### src/hdl/fhl_pkg.sv
// Shared constants and helpers for the floating horizon line clipper.
// Used by floating_horizon_line_clip; depends on nothing else.
`timescale 1ns / 1ps
package fhl_pkg;
  localparam int COLUMNS    = 64;
  localparam int LEVEL_BITS = 11;
  localparam int FW         = 11;               // width of coordinate and level fields
  localparam int CW         = 6;                // width of the column result fields
  localparam int CAW        = (COLUMNS > 1) ? $clog2(COLUMNS) : 1;
  localparam int LVL_MAX    = (1 << (LEVEL_BITS - 1)) - 1;
  localparam int LVL_MIN    = -(1 << (LEVEL_BITS - 1));
  localparam int LVL_HI     = (LVL_MAX > (1 << (FW - 1)) - 1) ? (1 << (FW - 1)) - 1 : LVL_MAX;
  localparam int LVL_LO     = (LVL_MIN < -(1 << (FW - 1))) ? -(1 << (FW - 1)) : LVL_MIN;

  typedef logic signed [FW-1:0] level_t;

  function automatic level_t clamp_level(input level_t v);
    level_t r;
    r = v;
    if (int'(v) > LVL_HI) r = level_t'(LVL_HI);
    if (int'(v) < LVL_LO) r = level_t'(LVL_LO);
    return r;
  endfunction

  function automatic level_t lmin(input level_t a, input level_t b);
    return (a < b) ? a : b;
  endfunction

  function automatic level_t lmax(input level_t a, input level_t b);
    return (a > b) ? a : b;
  endfunction
endpackage

### src/hdl/floating_horizon_line_clip.sv
// Floating horizon hidden-line clipper: top level with sequencer and datapath.
// Depends on fhl_pkg and fhl_ram.
`timescale 1ns / 1ps
// Usage: an item is accepted when start is high and busy is low. An item of kind
// clear resets both horizons in that same edge and gives no result; busy stays low.
// A segment item makes the block busy while it walks its columns. Each visited
// in-grid column gives one result, shown for exactly one cycle with out_strobe
// high; out_last marks the final result of the item. A segment entirely off the
// grid gives one result with all fields zero but out_last, and a vertical
// segment gives a single result.
// A sloped segment first runs two 28-step restoring divisions on the shared
// divider (initial level and per-column step), then handles each column as a
// horizon RAM read followed by a compare and write back. Results cannot be
// held off: the receiver must take each one in its strobe cycle. The next item
// may be accepted in the cycle that shows the last result. Reset clears the
// horizons through per-entry valid bits at once and sets last_column to 63; no
// clearing pass is needed.
// The configuration register last_column sits at byte address 0 on the APB port.
module floating_horizon_line_clip (
  input  logic                  clk,
  input  logic                  rst_n,
  input  logic                  start,
  output logic                  busy,
  input  logic                  in_kind,
  input  logic signed [10:0]    in_start_column,
  input  logic signed [10:0]    in_start_level,
  input  logic signed [10:0]    in_end_column,
  input  logic signed [10:0]    in_end_level,
  output logic                  out_strobe,
  output logic [5:0]            out_column,
  output logic [5:0]            out_from_column,
  output logic                  out_lower_draw,
  output logic signed [10:0]    out_lower_from,
  output logic signed [10:0]    out_lower_to,
  output logic                  out_upper_draw,
  output logic signed [10:0]    out_upper_from,
  output logic signed [10:0]    out_upper_to,
  output logic                  out_last,
  input  logic                  psel,
  input  logic                  penable,
  input  logic                  pwrite,
  input  logic [2:0]            paddr,
  input  logic [31:0]           pwdata,
  output logic [31:0]           prdata,
  output logic                  pready
);
  import fhl_pkg::*;

  localparam int DW  = FW + 1;          // span, slope delta, column offset
  localparam int MW  = 2 * (DW + 1);    // product width
  localparam int NW  = MW + 2;          // numerator and dividend width
  localparam int RW  = DW + 1;          // divisor and remainder width
  localparam int QW  = FW + 3;          // quotient width
  localparam int KW  = $clog2(NW + 1);

  localparam logic [3:0] S_IDLE  = 4'd0;
  localparam logic [3:0] S_SETUP = 4'd1;
  localparam logic [3:0] S_MUL1  = 4'd2;
  localparam logic [3:0] S_MUL2  = 4'd3;
  localparam logic [3:0] S_LOAD  = 4'd4;
  localparam logic [3:0] S_DIV   = 4'd5;
  localparam logic [3:0] S_DFIX  = 4'd6;
  localparam logic [3:0] S_RD    = 4'd7;
  localparam logic [3:0] S_COL   = 4'd8;

  localparam logic [1:0] SIDE_NONE = 2'd0;
  localparam logic [1:0] SIDE_IN   = 2'd1;
  localparam logic [1:0] SIDE_OUT  = 2'd2;

  logic [3:0] state_r, state_nxt;
  logic [CW-1:0] last_column_r;

  // Latched item.
  logic signed [FW-1:0] i1_r, i2_r;
  level_t j1_r, j2_r;

  // Geometry of the walk.
  logic [DW-1:0] d_r, k_r;
  logic signed [DW-1:0] dl_r;
  logic inc_neg_r, vert_r, first_r;
  logic [CAW-1:0] c_r, ce_r;

  // Interpolation state.
  logic signed [MW-1:0] prod_r;
  logic signed [NW-1:0] num_r, n_r;
  logic signed [QW-1:0] q_r, qs_r;
  logic [RW-1:0] r_r, rs_r;

  // Shared divider.
  logic [NW-1:0] dq_r;
  logic [RW:0] drem_r;
  logic dneg_r, dsel_r;
  logic [KW-1:0] dcnt_r;

  // Walk sides and previous column.
  logic [1:0] lb_r, ub_r;
  level_t pj_r, prev_l_r, prev_k_r;

  // Horizon stores with valid bits.
  logic [COLUMNS-1:0] lval_r, uval_r;
  logic lvq_r, uvq_r;
  logic [FW-1:0] lram_q, uram_q;
  logic ram_we;
  level_t l2, k2;

  logic accept;
  assign busy   = (state_r != S_IDLE);
  assign accept = start && !busy;

  // ------------------------------------------------------------------ config
  assign pready = 1'b1;
  assign prdata = (paddr[2] == 1'b0) ? {{(32 - CW){1'b0}}, last_column_r} : 32'd0;

  always_ff @(posedge clk) begin
    if (!rst_n) begin
      last_column_r <= CW'(63);
    end else if (psel && penable && pwrite && (paddr[2] == 1'b0)) begin
      last_column_r <= pwdata[CW-1:0];
    end
  end

  // ---------------------------------------------------------------- geometry
  logic [CW-1:0] lastc;
  logic signed [DW-1:0] i1e, i2e, lce, cs_s, ce_s, k_s, d_s;
  logic inc_pos, in_grid;

  always_comb begin
    lastc   = (int'(last_column_r) > COLUMNS - 1) ? CW'(COLUMNS - 1) : last_column_r;
    i1e     = DW'(i1_r);
    i2e     = DW'(i2_r);
    lce     = $signed({{(DW - CW){1'b0}}, lastc});
    inc_pos = (i1e < i2e);
    if (i1e == i2e) begin
      in_grid = (i1e >= 0) && (i1e <= lce);
      cs_s    = i1e;
      ce_s    = i1e;
    end else if (inc_pos) begin
      in_grid = (i2e >= 0) && (i1e <= lce);
      cs_s    = (i1e < 0) ? '0 : i1e;
      ce_s    = (i2e > lce) ? lce : i2e;
    end else begin
      in_grid = (i1e >= 0) && (i2e <= lce);
      cs_s    = (i1e > lce) ? lce : i1e;
      ce_s    = (i2e < 0) ? '0 : i2e;
    end
    k_s = inc_pos ? (cs_s - i1e) : (i1e - cs_s);
    d_s = inc_pos ? (i2e - i1e) : (i1e - i2e);
  end

  // ------------------------------------------------------- shared multiplier
  logic signed [DW:0] mul_a, mul_b;
  logic signed [MW-1:0] mul_p;

  always_comb begin
    if (state_r == S_MUL1) begin
      mul_a = (DW + 1)'(j1_r);
      mul_b = $signed({1'b0, d_r});
    end else begin
      mul_a = (DW + 1)'(dl_r);
      mul_b = $signed({1'b0, k_r});
    end
    mul_p = mul_a * mul_b;
  end

  // ---------------------------------------------------------- divider step
  logic [RW:0] rem_sh, rem_sub;
  logic rem_ge;
  logic [RW-1:0] dvs;
  logic signed [NW-1:0] x_val, dl2, qfix;
  logic [RW-1:0] rfix;
  logic rnz;

  always_comb begin
    dvs     = {d_r, 1'b0};
    rem_sh  = {drem_r[RW-1:0], dq_r[NW-1]};
    rem_ge  = (rem_sh >= {1'b0, dvs});
    rem_sub = rem_sh - {1'b0, dvs};
    x_val   = (num_r <<< 1) + $signed({{(NW - DW){1'b0}}, d_r});
    dl2     = NW'(dl_r) <<< 1;
    rnz     = (drem_r[RW-1:0] != '0);
    if (dneg_r) begin
      qfix = -$signed(dq_r) - NW'(rnz);
      rfix = rnz ? (dvs - drem_r[RW-1:0]) : '0;
    end else begin
      qfix = $signed(dq_r);
      rfix = drem_r[RW-1:0];
    end
  end

  // ------------------------------------------------------ per-column datapath
  level_t hl, hk, j, l1, k1;
  logic signed [QW-1:0] jq, q_step;
  logic [RW:0] rsum;
  logic rcarry;
  logic ld, ud;
  level_t lf, lt, uf, ut;
  logic [1:0] lb_nxt, ub_nxt;
  logic [CAW-1:0] pm;
  logic at_end;

  always_comb begin
    hl = lvq_r ? level_t'(lram_q) : level_t'(LVL_HI);
    hk = uvq_r ? level_t'(uram_q) : level_t'(LVL_LO);
    jq = (n_r[NW-1] && (r_r == '0)) ? (q_r - QW'(1)) : q_r;
    j  = jq[FW-1:0];
    ld = 1'b0; ud = 1'b0;
    lf = '0; lt = '0; uf = '0; ut = '0;
    l1 = hl; k1 = hk; l2 = hl; k2 = hk;
    lb_nxt = lb_r; ub_nxt = ub_r;
    if (vert_r) begin
      if (j1_r < j2_r) begin
        if (j1_r < l1) begin
          ld = 1'b1; lf = j1_r; lt = lmin(l1, j2_r);
          k1 = lmax(k1, lt); l1 = j1_r;
        end
        l2 = l1; k2 = k1;
        if (j2_r > k1) begin
          ud = 1'b1; uf = lmax(k1, j1_r); ut = j2_r;
          l2 = lmin(l1, uf); k2 = j2_r;
        end
      end else if (j2_r < j1_r) begin
        if (j2_r < l1) begin
          ld = 1'b1; lf = lmin(j1_r, l1); lt = j2_r;
          k1 = lmax(k1, lf); l1 = j2_r;
        end
        l2 = l1; k2 = k1;
        if (j1_r > k1) begin
          ud = 1'b1; uf = j1_r; ut = lmax(k1, j2_r);
          l2 = lmin(l1, ut); k2 = j1_r;
        end
      end
    end else begin
      // Lower side first; the upper side sees its horizon updates.
      if (j <= hl) begin
        if (lb_r == SIDE_IN || lb_r == SIDE_OUT) begin
          ld = 1'b1; lf = (lb_r == SIDE_IN) ? pj_r : prev_l_r; lt = j;
          l1 = j; k1 = lmax(hk, j);
        end
        lb_nxt = SIDE_IN;
      end else begin
        if (lb_r == SIDE_IN) begin
          ld = 1'b1; lf = pj_r; lt = hl;
          k1 = lmax(hk, j);
        end
        lb_nxt = SIDE_OUT;
      end
      l2 = l1; k2 = k1;
      if (j >= k1) begin
        if (ub_r == SIDE_IN || ub_r == SIDE_OUT) begin
          ud = 1'b1; uf = (ub_r == SIDE_IN) ? pj_r : prev_k_r; ut = j;
          l2 = lmin(l1, j); k2 = j;
        end
        ub_nxt = SIDE_IN;
      end else begin
        if (ub_r == SIDE_IN) begin
          ud = 1'b1; uf = pj_r; ut = k1;
          l2 = lmin(l1, j);
        end
        ub_nxt = SIDE_OUT;
      end
    end
    pm     = inc_neg_r ? (c_r + CAW'(1)) : (c_r - CAW'(1));
    at_end = vert_r || (c_r == ce_r);
    rsum   = {1'b0, r_r} + {1'b0, rs_r};
    rcarry = (rsum >= {1'b0, dvs});
    q_step = q_r + qs_r + QW'(rcarry);
  end

  assign ram_we = (state_r == S_COL);

  fhl_ram #(.WIDTH(FW), .DEPTH(COLUMNS)) u_lower_ram (
    .clk   (clk),
    .we    (ram_we),
    .waddr (c_r),
    .wdata (l2),
    .raddr (c_r),
    .rdata (lram_q)
  );

  fhl_ram #(.WIDTH(FW), .DEPTH(COLUMNS)) u_upper_ram (
    .clk   (clk),
    .we    (ram_we),
    .waddr (c_r),
    .wdata (k2),
    .raddr (c_r),
    .rdata (uram_q)
  );

  // -------------------------------------------------------------- sequencer
  always_comb begin
    state_nxt = state_r;
    case (state_r)
      S_IDLE:  if (accept && in_kind) state_nxt = S_SETUP;
      S_SETUP: begin
        if (!in_grid) state_nxt = S_IDLE;
        else if (i1e == i2e) state_nxt = S_RD;
        else state_nxt = S_MUL1;
      end
      S_MUL1:  state_nxt = S_MUL2;
      S_MUL2:  state_nxt = S_LOAD;
      S_LOAD:  state_nxt = S_DIV;
      S_DIV:   if (dcnt_r == KW'(NW - 1)) state_nxt = S_DFIX;
      S_DFIX:  state_nxt = dsel_r ? S_RD : S_DIV;
      S_RD:    state_nxt = S_COL;
      S_COL:   state_nxt = at_end ? S_IDLE : S_RD;
      default: state_nxt = S_IDLE;
    endcase
  end

  always_ff @(posedge clk) begin
    if (!rst_n) begin
      state_r    <= S_IDLE;
      lval_r     <= '0;
      uval_r     <= '0;
      out_strobe <= 1'b0;
    end else begin
      state_r    <= state_nxt;
      out_strobe <= ((state_r == S_SETUP) && !in_grid) || (state_r == S_COL);
      if (accept && !in_kind) begin
        lval_r <= '0;
        uval_r <= '0;
      end else if (state_r == S_COL) begin
        lval_r[c_r] <= 1'b1;
        uval_r[c_r] <= 1'b1;
      end
    end
  end

  // Datapath registers; no reset needed.
  always_ff @(posedge clk) begin
    if (accept) begin
      i1_r <= in_start_column;
      i2_r <= in_end_column;
      j1_r <= clamp_level(in_start_level);
      j2_r <= clamp_level(in_end_level);
    end
    case (state_r)
      S_SETUP: begin
        d_r       <= d_s;
        k_r       <= k_s;
        dl_r      <= DW'(j2_r) - DW'(j1_r);
        inc_neg_r <= !inc_pos;
        vert_r    <= (i1e == i2e);
        c_r       <= cs_s[CAW-1:0];
        ce_r      <= ce_s[CAW-1:0];
        first_r   <= 1'b1;
        lb_r      <= SIDE_NONE;
        ub_r      <= SIDE_NONE;
        // An off-grid segment reports one empty result.
        out_column      <= '0;
        out_from_column <= '0;
        out_lower_draw  <= 1'b0;
        out_lower_from  <= '0;
        out_lower_to    <= '0;
        out_upper_draw  <= 1'b0;
        out_upper_from  <= '0;
        out_upper_to    <= '0;
        out_last        <= 1'b1;
      end
      S_MUL1: prod_r <= mul_p;
      S_MUL2: num_r  <= NW'(prod_r) + NW'(mul_p);
      S_LOAD: begin
        n_r    <= num_r <<< 1;
        dneg_r <= x_val[NW-1];
        dq_r   <= x_val[NW-1] ? NW'(-x_val) : x_val;
        drem_r <= '0;
        dcnt_r <= '0;
        dsel_r <= 1'b0;
      end
      S_DIV: begin
        dq_r   <= {dq_r[NW-2:0], rem_ge};
        drem_r <= rem_ge ? rem_sub : rem_sh;
        dcnt_r <= dcnt_r + KW'(1);
      end
      S_DFIX: begin
        if (!dsel_r) begin
          q_r    <= qfix[QW-1:0];
          r_r    <= rfix;
          dneg_r <= dl2[NW-1];
          dq_r   <= dl2[NW-1] ? NW'(-dl2) : dl2;
          drem_r <= '0;
          dcnt_r <= '0;
          dsel_r <= 1'b1;
        end else begin
          qs_r <= qfix[QW-1:0];
          rs_r <= rfix;
        end
      end
      S_RD: begin
        lvq_r <= lval_r[c_r];
        uvq_r <= uval_r[c_r];
      end
      S_COL: begin
        out_column      <= CW'(c_r);
        out_from_column <= (first_r || vert_r) ? CW'(c_r) : CW'(pm);
        out_lower_draw  <= ld;
        out_lower_from  <= ld ? lf : '0;
        out_lower_to    <= ld ? lt : '0;
        out_upper_draw  <= ud;
        out_upper_from  <= ud ? uf : '0;
        out_upper_to    <= ud ? ut : '0;
        out_last        <= at_end;
        first_r  <= 1'b0;
        lb_r     <= lb_nxt;
        ub_r     <= ub_nxt;
        pj_r     <= j;
        prev_l_r <= l2;
        prev_k_r <= k2;
        c_r      <= inc_neg_r ? (c_r - CAW'(1)) : (c_r + CAW'(1));
        q_r      <= q_step;
        r_r      <= rcarry ? (rsum[RW-1:0] - dvs) : rsum[RW-1:0];
        n_r      <= n_r + dl2;
      end
      default: ;
    endcase
  end

`ifndef SYNTH
  // A result only comes out of a segment that was being worked on.
  a_strobe_after_busy: assert property (@(posedge clk) disable iff (!rst_n)
    out_strobe |-> $past(busy)) else $error("result without a busy item");

  // The block only becomes busy when an item was offered.
  a_busy_from_start: assert property (@(posedge clk) disable iff (!rst_n)
    $rose(busy) |-> $past(start)) else $error("busy without start");

  // The final result of an item is never followed directly by another.
  a_last_gap: assert property (@(posedge clk) disable iff (!rst_n)
    (out_strobe && out_last) |=> !out_strobe) else $error("result right after last");
`endif
endmodule

### src/hdl/fhl_ram.sv
// Generic single-write, single-read RAM with a registered read port.
// Used for the horizon stores; depends on nothing else.
`timescale 1ns / 1ps
module fhl_ram #(
  parameter int WIDTH = 8,
  parameter int DEPTH = 64
) (
  input  logic                             clk,
  input  logic                             we,
  input  logic [$clog2(DEPTH)-1:0]         waddr,
  input  logic [WIDTH-1:0]                 wdata,
  input  logic [$clog2(DEPTH)-1:0]         raddr,
  output logic [WIDTH-1:0]                 rdata
);
  logic [WIDTH-1:0] mem [DEPTH];

  always_ff @(posedge clk) begin
    if (we) begin
      mem[waddr] <= wdata;
    end
    rdata <= mem[raddr];
  end
endmodule
### config.mk
export PLATFORM = sky130hd
export DESIGN_NAME = floating_horizon_line_clip
export DESIGN_NICKNAME = d
export VERILOG_FILES = /design/src/hdl/fhl_pkg.sv /design/src/hdl/floating_horizon_line_clip.sv /design/src/hdl/fhl_ram.sv
export SDC_FILE = /design/constraint.sdc
export NUM_CORES = 2
export LEC_CHECK = 0
export BUFFER_PORTS_ARGS = -buffer_cell sky130_fd_sc_hd__buf_2
export CORE_ASPECT_RATIO = 0.9
export CORE_UTILIZATION = 43
export DETAILED_ROUTE_END_ITERATION = 10
export GPL_TIMING_DRIVEN = 1
export PLACE_DENSITY_LB_ADDON = 0.15
export SYNTH_ARGS = -nofsm -noshare
export SYNTH_HDL_FRONTEND = slang
export SYNTH_HIERARCHICAL = 1
export SYNTH_SLANG_ARGS = --single-unit
### constraint.sdc
create_clock -name clk -period 17.3 [get_ports clk]
set_clock_uncertainty 0.2 [all_clocks]
set_input_delay 2.595 -clock clk [delete_from_list [all_inputs] [get_ports clk]]
set_output_delay 2.595 -clock clk [all_outputs]
set_load 0.02 [all_outputs]
==> results.tsv <==
stage	metric	value	unit
status	status	finished clean	
synth	synth_most_common_cell	edfxtp_1	
sta	slew_viol_final	0	
routing	dr.pass1.iters	6	
synth	synthArstFlopShare	0	%
critical_path	rr_startpoint	lvq_r$_DFFE_PP_	
sta	period_share	75.12	%
power	seqPwrFrac	32.3	%
floorplanning	die_w	503.7	um
synth	synth_commonest_cells	1777 x edfxtp_1, 683 x nor2_1, 456 x inv_1, 456 x nand2_1, 406 x ha_1	
routing	routed_wl	284.3	mm
critical_path	worstRegToRegCells	43	
global_routing	grt_usage	24.79	%
clock_network	insertion_delay	0.86	ns
placement	dp_cells	10366	
min_path	holdPathEnd	lval_r[12]$_SDFFE_PP0P_	
sta	setup_viol	0	
synth	netlist_instances	7365	
synth	synth_top_area_share	54.78	%
critical_path	cp-end-kind	flop	
power	pwr-share-clk	23.5	%
critical_path	worst-path-max-fanout	24	
placement	post_dp_cell_area	102300	um2
global_routing	grt.overflow.total	0	
placement	io_buffer_count	124	
layout	layout.cells.non_filler	10745	
global_routing	antenna_found_initial	7	
synth	syn_area	97410	um2
critical_path	crit_buf_inv	7	
clock_network	root_buffer	clkbuf_16	
layout	area_delta_synth_final	11.98	%
sta	layout_setup_ws	4.304	ns
clock_network	clockBufferDepth	3	
layout	fill_cells	19607	
floorplanning	ios	180	
global_routing	grt_pass1_vias	60811	
power	combPwrFrac	44.2	%
critical_path	path_class	reg2reg	
routing	wl_per_cell	26.46	um
min_path	min_from	lval_r[12]$_SDFFE_PP0P_	
sta	tightestPinTransition	1.364	ns
run	max-cap-violations	0	
power	power_density	172.1	nW/um2
sta	setup-tns-final	0	ns
routing	routed_via_density	5.775	
layout	layout-drive-gt1-share	14.22	%
clock_network	htree_levels	4	
critical_path	r2r_slack	4.30	ns
sta	maxSlewHeadroom	8.740	%
synth	synth_top_area_cell	edfxtp_1	
layout	post-route-util	48.52	%
critical_path	cp.required	17.76	ns
global_routing	grt_pass1_wl	414.1	mm
synth	yosys_warnings	6	
placement	place.gp.congestion	1.010	
clock_network	path_clk_slew	0.06	ns
clock_network	cts.sinks	1938	
floorplanning	die-height	453.5	um
routing	drt_iter0_drc	5752	
placement	pre_cts_ws	4.178	ns
clock_network	postCtsSetupBuffers	0	
power	ir_worst_vdd	0.4262	mV
critical_path	cp_slowest_cell	edfxtp_1	
min_path	hp-class	reg2reg	
critical_path	cp_common_cell	buf_4	
global_routing	grt_max_degree	86	
routing	drc	0	
synth	synthFlopType	edfxtp_1	
clock_network	cts_tree	yes	
floorplanning	core_area	224800	um2
floorplanning	initial_core_util	43.33	%
sta	grt_setup_unrepaired	no	
floorplanning	std_cell_rows	165	
power	intPower	11.74	mW
power	leakagePower	39.25	nW
layout	nNetsFinal	8210	
synth	syn_area_per_cell	13.23	um2
synth	ys_ff_latch	1938	
synth	synthTopCellsByArea	edfxtp_1 55%, mux4_2 6.6%, ha_1 5.2%, dfxtp_1 3.3%, mux2i_1 3.3%	
critical_path	arrival	13.45	ns
clock_network	cts-resized-gates	0	
synth	synth_edf_count	1777	
critical_path	r2r-end	u_lower_ram/mem[31][1]$_DFFE_PP_	
sta	hold_viol	0	
placement	dpl.hpwl	193.7	mm
critical_path	cpLargestDelayFamily	compound AO/OA/AOI/OAI gates	
layout	fin_area	109100	um2
clock_network	cts_buffers	199	
synth	ys_seq_area_share	58.09	%
sta	min_period	13.00	ns
synth	synth.distinct_cells	110	
critical_path	slowest_delay	0.87	ns
sta	fmax	76.95	MHz
power	p_sw	7.032	mW
power	switching_share	37.45	%
routing	ant_nets	0	
clock_network	cts_hold_buf	0	
min_path	holdPathStages	2	
critical_path	cp-start-kind	flop	
routing	dr_total_vias	62055	
floorplanning	fp.dieArea	228400	um2
power groups by stage:
stage	Sequential, mW	Combinational (mW)	Clock [mW]
global route	6.07	9.22	4.66
finish	6.07	8.30	4.41
detailed placement	6.17	8.18	0
floorplan	6.19	5.98	0
CTS	6.07	8.22	4.50
global placement	6.17	8.05	0
worst register-to-register path: cells and delay by family, from the launching register on:
family	cells	cell delay, ns
muxes	1	0.33
AOI/OAI and AO/OA	22	6.18
adders and majority gates	4	1.74
and+or+nand+nor	9	1.69
buffers and inverters	7	1.85
DFF	1	0.87
stage by stage:
stage	hold WS [ns]	power [mW]
after floorplan	0.2286	12.17
after global placement	0.2414	14.22
after detailed placement	0.2492	14.35
after CTS	0.2674	18.79
after global routing	0.2901	19.96
final	0.2604	18.78
logic make-up after synthesis:
family / share of synthesized area (%)
flip-flops: 58.09
multiplexers: 10.31
adder cells (fa/ha/maj): 8.442
XOR/XNOR: 2.104
buffers and inverters: 3.654
AND/OR/NAND/NOR: 8.298
AO/OA/AOI/OAI: 9.094
other: 0.007710
state kept, by name, indices dropped and copies added, names as in the netlist, 12 cells and up:
register	cells
uval_r	64
prod_r	26
r_r	13
lval_r	64
u_upper_ram/mem	704
dl_r	12
n_r	27
u_lower_ram/mem	704
dq_r	28
rs_r	13
d_r	12
k_r	12
drem_r	13
num_r	27
routing by layer:
metal	share of wire [%]	global-route usage, %	up-vias
met1	44	35.34	31538
met5	0.0046	0	-
met4	3.7	8.757	2
li1	-	-	27938
met2	45	38.21	2139
met3	6.7	4.127	438
cell usage in the layout (no fill, tap or decap), types with 27 or more instances in the layout:
| cell | Yosys | layout |
|---|---|---|
| a22oi_1 | 103 | 103 |
| mux4_2 | 287 | 287 |
| a221oi_1 | 77 | 77 |
| clkinv_2 | 0 | 36 |
| a21oi_1 | 360 | 352 |
| nor3_1 | 86 | 82 |
| nor2_1 | 683 | 677 |
| clkbuf_16 | 0 | 201 |
| mux2i_1 | 319 | 318 |
| dfxtp_1 | 161 | 161 |
| conb_1 | 2 | 27 |
| nand2b_1 | 55 | 55 |
| nand4_1 | 49 | 49 |
| clkbuf_1 | 239 | 33 |
| and3_1 | 27 | 27 |
| edfxtp_1 | 1777 | 1777 |
| fa_1 | 155 | 155 |
| or3_1 | 34 | 34 |
| nor2b_1 | 104 | 103 |
| mux2_2 | 30 | 30 |
| o21a_1 | 61 | 61 |
| o22ai_1 | 72 | 72 |
| ha_1 | 406 | 406 |
| a211oi_1 | 73 | 72 |
| o21ai_0 | 304 | 294 |
| nand2_1 | 456 | 455 |
| inv_1 | 456 | 453 |
| clkinv_1 | 1 | 33 |
| xnor2_1 | 167 | 167 |
| nand3_1 | 105 | 105 |
| buf_4 | 52 | 239 |
| buf_2 | 54 | 124 |
| and2_1 | 32 | 31 |
| a31oi_1 | 37 | 27 |
| a21o_1 | 59 | 59 |
| xor2_1 | 62 | 61 |
| o21bai_1 | 37 | 37 |
area by class of cell:
| class | instances | area, um2 | area share, % |
|---|---|---|---|
| multi-input cells | 4596 | 37770 | 34.63 |
| flip-flops and latches | 1938 | 56580 | 51.88 |
| well taps | 3006 | 3761 | 3.448 |
| inverters | 462 | 1737 | 1.592 |
| repair buffers | 366 | 2466 | 2.261 |
| clock buffers | 248 | 5338 | 4.893 |
| diodes | 5 | 12.51 | 0.01147 |
| clock inverters | 124 | 1410 | 1.293 |
worst max path at each step:
stage	slack [ns]	startpoint	cells after the start	end
final	4.30	lvq_r$_DFFE_PP_	43	u_lower_ram/mem[31][1]$_DFFE_PP_
after global placement	4.31	lvq_r$_DFFE_PP_	43	prev_l_r[6]$_DFFE_PP_
after global routing	3.58	lvq_r$_DFFE_PP_	43	u_lower_ram/mem[20][1]$_DFFE_PP_
after floorplan	4.69	lvq_r$_DFFE_PP_	41	prev_l_r[0]$_DFFE_PP_
after detailed placement	4.18	lvq_r$_DFFE_PP_	43	prev_l_r[6]$_DFFE_PP_
after CTS	4.07	lvq_r$_DFFE_PP_	43	u_lower_ram/mem[8][6]$_DFFE_PP_
Power figures use the tool's default switching activity.
